## src/rtl/spmq_pkg.sv

```systemverilog
`timescale 1ns / 1ps
`default_nettype none
// ----------------------------------------------------------------------------
// spmq_pkg
// Shared types, codes and defaults of the strict priority multi-queue unit.
// ----------------------------------------------------------------------------
package spmq_pkg;

   localparam int DEF_LEVELS      = 13;
   localparam int DEF_LEVEL_DEPTH = 64;
   localparam int DEF_HANDLE_BITS = 32;

   localparam int REQ_TDATA_W = 40;
   localparam int REQ_TUSER_W = 2;
   localparam int RSP_TDATA_W = 40;
   localparam int RSP_TUSER_W = 3;

   localparam logic [1:0] CMD_DISPATCH = 2'd0;
   localparam logic [1:0] CMD_TAKE     = 2'd1;
   localparam logic [1:0] CMD_SHUTDOWN = 2'd2;

   localparam logic [2:0] STATUS_OK        = 3'd0;
   localparam logic [2:0] STATUS_BAD_LEVEL = 3'd1;
   localparam logic [2:0] STATUS_REJECTED  = 3'd2;
   localparam logic [2:0] STATUS_FULL      = 3'd3;
   localparam logic [2:0] STATUS_EMPTY     = 3'd4;
   localparam logic [2:0] STATUS_STOPPED   = 3'd5;

   typedef enum logic [1:0] {
      S_IDLE,
      S_EXEC,
      S_RESP
   } state_type;

   typedef struct packed {
      logic update;
      logic take;
   } lvl_ctrl_type;

   typedef struct packed {
      logic full;
      logic pending;
   } lvl_stat_type;

endpackage : spmq_pkg
`default_nettype wire

```

## src/rtl/spmq_levels.sv

```systemverilog
`timescale 1ns / 1ps
`default_nettype none
// ----------------------------------------------------------------------------
// spmq_levels
// Per-level head, tail and count registers with one shared pointer/count
// update unit, store address generation and lowest pending level select.
// ----------------------------------------------------------------------------
module spmq_levels #(
   parameter int LEVELS      = spmq_pkg::DEF_LEVELS,
   parameter int LEVEL_DEPTH = spmq_pkg::DEF_LEVEL_DEPTH
) (
   input  wire logic                                   clock,
   input  wire logic                                   reset,
   input  wire spmq_pkg::lvl_ctrl_type                 ctl,
   input  wire logic [$clog2(LEVELS)-1:0]              lvl,
   output logic [$clog2(LEVELS*LEVEL_DEPTH)-1:0]       addr,
   output logic [$clog2(LEVELS)-1:0]                   first_lvl,
   output spmq_pkg::lvl_stat_type                      stat
);
   import spmq_pkg::*;

   localparam int LVL_W  = $clog2(LEVELS);
   localparam int POS_W  = $clog2(LEVEL_DEPTH);
   localparam int CNT_W  = $clog2(LEVEL_DEPTH + 1);
   localparam int ADDR_W = $clog2(LEVELS * LEVEL_DEPTH);

   logic [POS_W-1:0] head_ff  [LEVELS];
   logic [POS_W-1:0] head_in  [LEVELS];
   logic [POS_W-1:0] tail_ff  [LEVELS];
   logic [POS_W-1:0] tail_in  [LEVELS];
   logic [CNT_W-1:0] count_ff [LEVELS];
   logic [CNT_W-1:0] count_in [LEVELS];

   logic [POS_W-1:0] pos_sel;
   logic [POS_W-1:0] pos_next;
   logic [CNT_W-1:0] cnt_sel;
   logic [CNT_W-1:0] cnt_next;

   assign pos_sel  = ctl.take ? head_ff[lvl] : tail_ff[lvl];
   assign pos_next = (pos_sel == POS_W'(LEVEL_DEPTH - 1)) ? '0 : pos_sel + 1'b1;
   assign cnt_sel  = count_ff[lvl];
   assign cnt_next = ctl.take ? cnt_sel - 1'b1 : cnt_sel + 1'b1;
   assign addr     = ADDR_W'(ADDR_W'(lvl) * ADDR_W'(LEVEL_DEPTH) + ADDR_W'(pos_sel));

   always_comb begin
      first_lvl    = '0;
      stat.full    = (cnt_sel == CNT_W'(LEVEL_DEPTH));
      stat.pending = 1'b0;
      for (int i = LEVELS - 1; i >= 0; i--) begin
         if (count_ff[i] != '0) begin
            first_lvl    = LVL_W'(i);
            stat.pending = 1'b1;
         end
      end
   end

   always_comb begin
      head_in  = head_ff;
      tail_in  = tail_ff;
      count_in = count_ff;
      if (ctl.update) begin
         count_in[lvl] = cnt_next;
         if (ctl.take) begin
            head_in[lvl] = pos_next;
         end else begin
            tail_in[lvl] = pos_next;
         end
      end
   end

   always_ff @(posedge clock) begin
      if (reset) begin
         for (int i = 0; i < LEVELS; i++) begin
            head_ff[i]  <= '0;
            tail_ff[i]  <= '0;
            count_ff[i] <= '0;
         end
      end else begin
         head_ff  <= head_in;
         tail_ff  <= tail_in;
         count_ff <= count_in;
      end
   end

endmodule : spmq_levels
`default_nettype wire

```

## config.mk

```make
export PLATFORM = sky130hd
export DESIGN_NAME = spmq_levels
export DESIGN_NICKNAME = d
export VERILOG_FILES = /design/src/rtl/spmq_pkg.sv /design/src/rtl/spmq_levels.sv
export SDC_FILE = /design/constraint.sdc
export NUM_CORES = 1
export LEC_CHECK = 0
export BUFFER_PORTS_ARGS = -buffer_cell sky130_fd_sc_hd__buf_2
export CAP_MARGIN = 20
export CELL_PAD_IN_SITES_DETAIL_PLACEMENT = 1
export CELL_PAD_IN_SITES_GLOBAL_PLACEMENT = 1
export CORE_MARGIN = 2
export CORE_UTILIZATION = 35
export CTS_CLUSTER_DIAMETER = 50
export DETAILED_ROUTE_END_ITERATION = 7
export MAX_ROUTING_LAYER = met4
export PLACE_DENSITY_LB_ADDON = 0.15
export REMOVE_ABC_BUFFERS = 1
export SETUP_SLACK_MARGIN = 0.4
export SYNTH_ARGS = -nofsm -noshare
export SYNTH_HDL_FRONTEND = slang
export SYNTH_SLANG_ARGS = --single-unit
```

## constraint.sdc

```tcl
create_clock -name clock -period 14 [get_ports clock]
set_input_delay 2.8 -clock clock [delete_from_list [all_inputs] [get_ports clock]]
set_output_delay 2.8 -clock clock [all_outputs]
set_load 0.005 [all_outputs]
```

# After elaboration in Yosys (flattened, before gate mapping)
# Cells that the tools add are included.
dict set report word_totals {
  output_inout_bits 16
  regBits 247
  inputBits 8
}
dict set report classes {
  add_sub_neg 4
  mux 45
  n_lt_le_gt_ge 2
  n_reduce_logical 16
  eq_ne 2
  bitwise 2
}
# cell n
set op_table {}
lappend op_table {{78-bit bitwise mux} 2}
lappend op_table {{91-bit bitwise mux} 1}
lappend op_table {{7-bit nonzero test} 13}
lappend op_table {{4-bit 2-to-1 mux} 13}
lappend op_table {{6-bit binary-select mux with 4-bit select} 2}
lappend op_table {{6-bit 2-to-1 mux} 7}
lappend op_table {{7-bit binary-select mux with 4-bit select} 1}
lappend op_table {{7-bit demux with 4-bit select} 1}
lappend op_table {{7-bit 2-to-1 mux} 4}
lappend op_table {{6-bit demux with 4-bit select} 1}
lappend op_table {{1-bit 2-to-1 mux} 13}
lappend op_table {{10-bit by 6-bit adder with 10-bit output} 1}
lappend op_table {{7-bit by 1-bit adder with 7-bit output (second input constant)} 1}
lappend op_table {{7-bit equality test (second input constant)} 1}
lappend op_table {{7-bit by 1-bit subtractor with 7-bit output (second input constant)} 1}
lappend op_table {{6-bit by 1-bit adder with 6-bit output (second input constant)} 1}
lappend op_table {{6-bit equality test (second input constant)} 1}
lappend op_table {{5-bit greater-or-equal comparator (second input constant)} 1}
lappend op_table {{5-bit by 1-bit less-than comparator with 1-bit output (second input constant)} 1}
lappend op_table {{4-bit NOT with 5-bit output} 1}
lappend op_table {{2-bit AND reduction} 2}
lappend op_table {{1-bit logical AND} 1}
lappend op_table {{1-bit NOT} 1}

# Depth between registers and ports, before layout
dict set report logic_depth {
  ltp_word 14
  mapped_depth 19
}

# Worst setup path after synthesis
# No wires, ideal clock.
dict set report synth_timing {
  kind {input to output}
  start {in lvl[0]}
  end {out stat[1] (netlist name)}
  n_path_buf 5
  setup_slack_ns 6.148
  arrival_ns 5.052
  path_stages 9
  cell_sequence {buf_6 > buf_12 > buf_6 > buf_6 > buf_6 > mux4_2 > a221o_1 > or4_1 > nor4_2}
}
# item line_no
set synth_lines {}
lappend synth_lines {{from (decl)} spmq_levels.sv:15} ;# input wire logic [$clog2(LEVELS)-1:0] lvl,
lappend synth_lines {{to (decl)} spmq_levels.sv:18} ;# output spmq_pkg::lvl_stat_type stat

==> flow_summary.yaml <==
detailed_routing:
  post_drt_wl_per_cell_um: 22.0
  vias: 9496
  drc: 0
  vias_per_cell: 5.52
  ant_nets: 0
  drt_iter0_drc: 539
  wl_mm: 37.8
  dr.pass1.iters: 5
hold_path:
  hp-start: "head_ff[30]"
  hold_path_class: "reg2reg"
  min_path_cells: 2
  holdPathEnd: "head_ff[30]"
sta:
  tightest_slew_ps: 1050
  fin_crit_sh_pct: 60.2
  slew_viol_final: 0
  max_slew_margin_pct: 29.5
  worst_slack_ps: 5570
  hold-worst-slack_ps: 453
  finalClockSkew_ps: 19.2
  fin_tns_setup_ps: 0
  setup_viol: 0
  rsz0062_at_grt: "no"
  layout_min_cycle_time_ps: 8430
  hold_viol: 0
  max_freq_ghz: 0.119
cts:
  htreeDepth: 2
  cts_hold_repair.buffers: 0
  cts_root_buf: "clkbuf_16"
  cts_tree: "built"
  post_cts_resized: 0
  cts-buffers-inserted: 36
  cts_sinks: 247
  post-cts-setup-buffer-count: 0
  clk_latency_ps: 520
  cts.reportedPaths.clkPinSlew_ps: 50
  clockBufferDepth: 3
synth:
  yosysMostFrequentCell: "dfxtp_1"
  synth_ff_type: "dfxtp_1"
  ys_warn_count: 0
  syn_inst: 1276
  synth.top_cells.by_area: "dfxtp_1 (42%), mux4_2 (10%), nand2_1 (7.2%)"
  yosys_register_bits: 247
  synth_top_area_cell: "dfxtp_1"
  ys_seq_area_share_pct: 41.9
  yosys.area.top_type_share_pct: 41.9
  syn_area_per_cell_um2: 9.25
  netlist_area_um2: 11800
  synth_edf_count: 0
  ys_async_sr_fraction_pct: 0
  synth_top_cells_by_count: "dfxtp_1 (247), nand2_1 (226), nor2_1 (167)"
  synth.distinct_cells: 69
setup_path:
  end_kind: "output port"
  critPathMaxFanout: 49
  reg2regPathDepth: 13
  crit_chain: "buf_4, buf_4, mux4_2, a221o_1, or4_1, nor4_2, buf_2"
  cp_slowest_stage_delay_ps: 630
  startpoint_type: "primary input"
  r2r-start: "count_ff[63]"
  critical_path_class: "in2out"
  r2r-end: "count_ff[27]"
  worst-endpoint-required_ps: 11200
  slowest_stage: "buf_4"
  cpMostUsedCell: "buf_4"
  cp_data_arrival_time_ps: 5630
  r2r_slack_ps: 10210
die:
  pin_count: 24
  die-area_um2: 35200
  rows: 67
  initial_core_util_pct: 35.4
  core_area_um2: 33400
  die_y_um: 188
  dieWidth_um: 188
global_routing:
  antenna_found_initial: 0
  grt.overflow.total: 0
  grt_pass1_vias: 9702
  grt_usage_pct: 22.2
  grt_pass1_wl_mm: 59.1
  grt_max_degree: 117
placed_design:
  placed_cell_area_um2: 12100
  finalWeightedCongestion: 0.837
  dp_hpwl_mm: 25.0
  dp_slack_ps: 5540
  place_inst: 1656
  port_buffers: 23
finish:
  stdcell_area_um2: 13300
  finalNonFillerCells: 1720
  drive_gt1_share_pct: 17.2
  nets: 1263
  antenna_cells: 0
  area_growth_pct: 12.4
run:
  cap_violations: 0
pwr:
  leakagePower_nw: 4.40
  power.density_nw_per_um2: 132
  peakVddDrop_v: 0.0000836
status:
  status: "finished, final reports clean"
[final cells by class]
type	count	area, um^2
repair buffers	37	238
clock buffers	46	990
inverters	9	33.8
well taps	448	561
flip-flops and latches	247	4940
multi-input cells	917	6320
fillers	3906	20100
clock inverters	16	168
[cell families (layout without fill, tap and decap cells)]
logic type,count (synthesis),after routing,share of synthesized area [%]
simple gates,507,507,18.9
compound gates,319,319,19.1
mux,78,78,13.8
buf+inv,112,108,4.93
xor+xnor,6,6,0.626
flops,247,247,41.9
fa+ha+maj,7,7,0.806
[routing by layer]
layer | share of wire (%) | global-route usage (%) | up-vias
met2 | 47 | 35.6 | 170
met1 | 47 | 28.9 | 4712
met3 | 3.7 | 3.13 | 74
met4 | 3.0 | 7.63 | 0
met5 | 0 | - | -
li1 | - | - | 4540
[report_power, final]
part | switching, W | internal [W]
logic | 0.0000992 | 0.0000443
registers | 0.00000646 | 0.000712
clock network | 0.000351 | 0.000541
total | 0.000457 | 0.00130
[cells in the final DEF (no fill, tap or decap), types with 16 or more instances in the layout]
master     netlist  routed
dfxtp_1        247     247
nand2_1        226     226
nor2_1         167     166
a21oi_1        123     123
a211oi_1        73      73
mux4_2          54      54
clkbuf_16        0      37
o21ai_0         35      35
nand3b_1        27      27
buf_2           17      20
a211oi_2        19      19
nand2b_1        16      16
[worst max path at each step]
stage,endpoint,cells past startpoint,start
after detailed placement,stat[1],7,lvl[1]
after global routing,stat[1],8,lvl[0]
after CTS,stat[1],7,lvl[1]
after floorplan,stat[1],4,lvl[3]
after global placement,stat[1],9,lvl[1]
final,stat[1],7,lvl[1]
[flip-flops by register name, indices dropped and copies added, names as in the netlist]
name / cells
count_ff: 91
head_ff: 78
tail_ff: 78
[through the flow]
stage,total power [W],utilization [%]
after floorplan,0.000804,-
after detailed placement,0.000877,36.2
after CTS,0.00177,39.7
final,0.00175,39.7
after global placement,0.000876,36.2
after global routing,0.00182,39.7
[critical path, delay by kind of cell]
family / cells / cell delay [ps]
AOI/OAI and AO/OA: 1 / 520
and+or+nand+nor: 2 / 760
muxes: 1 / 420
buffers and inverters: 3 / 1060
Power figures use the tool's default switching activity.
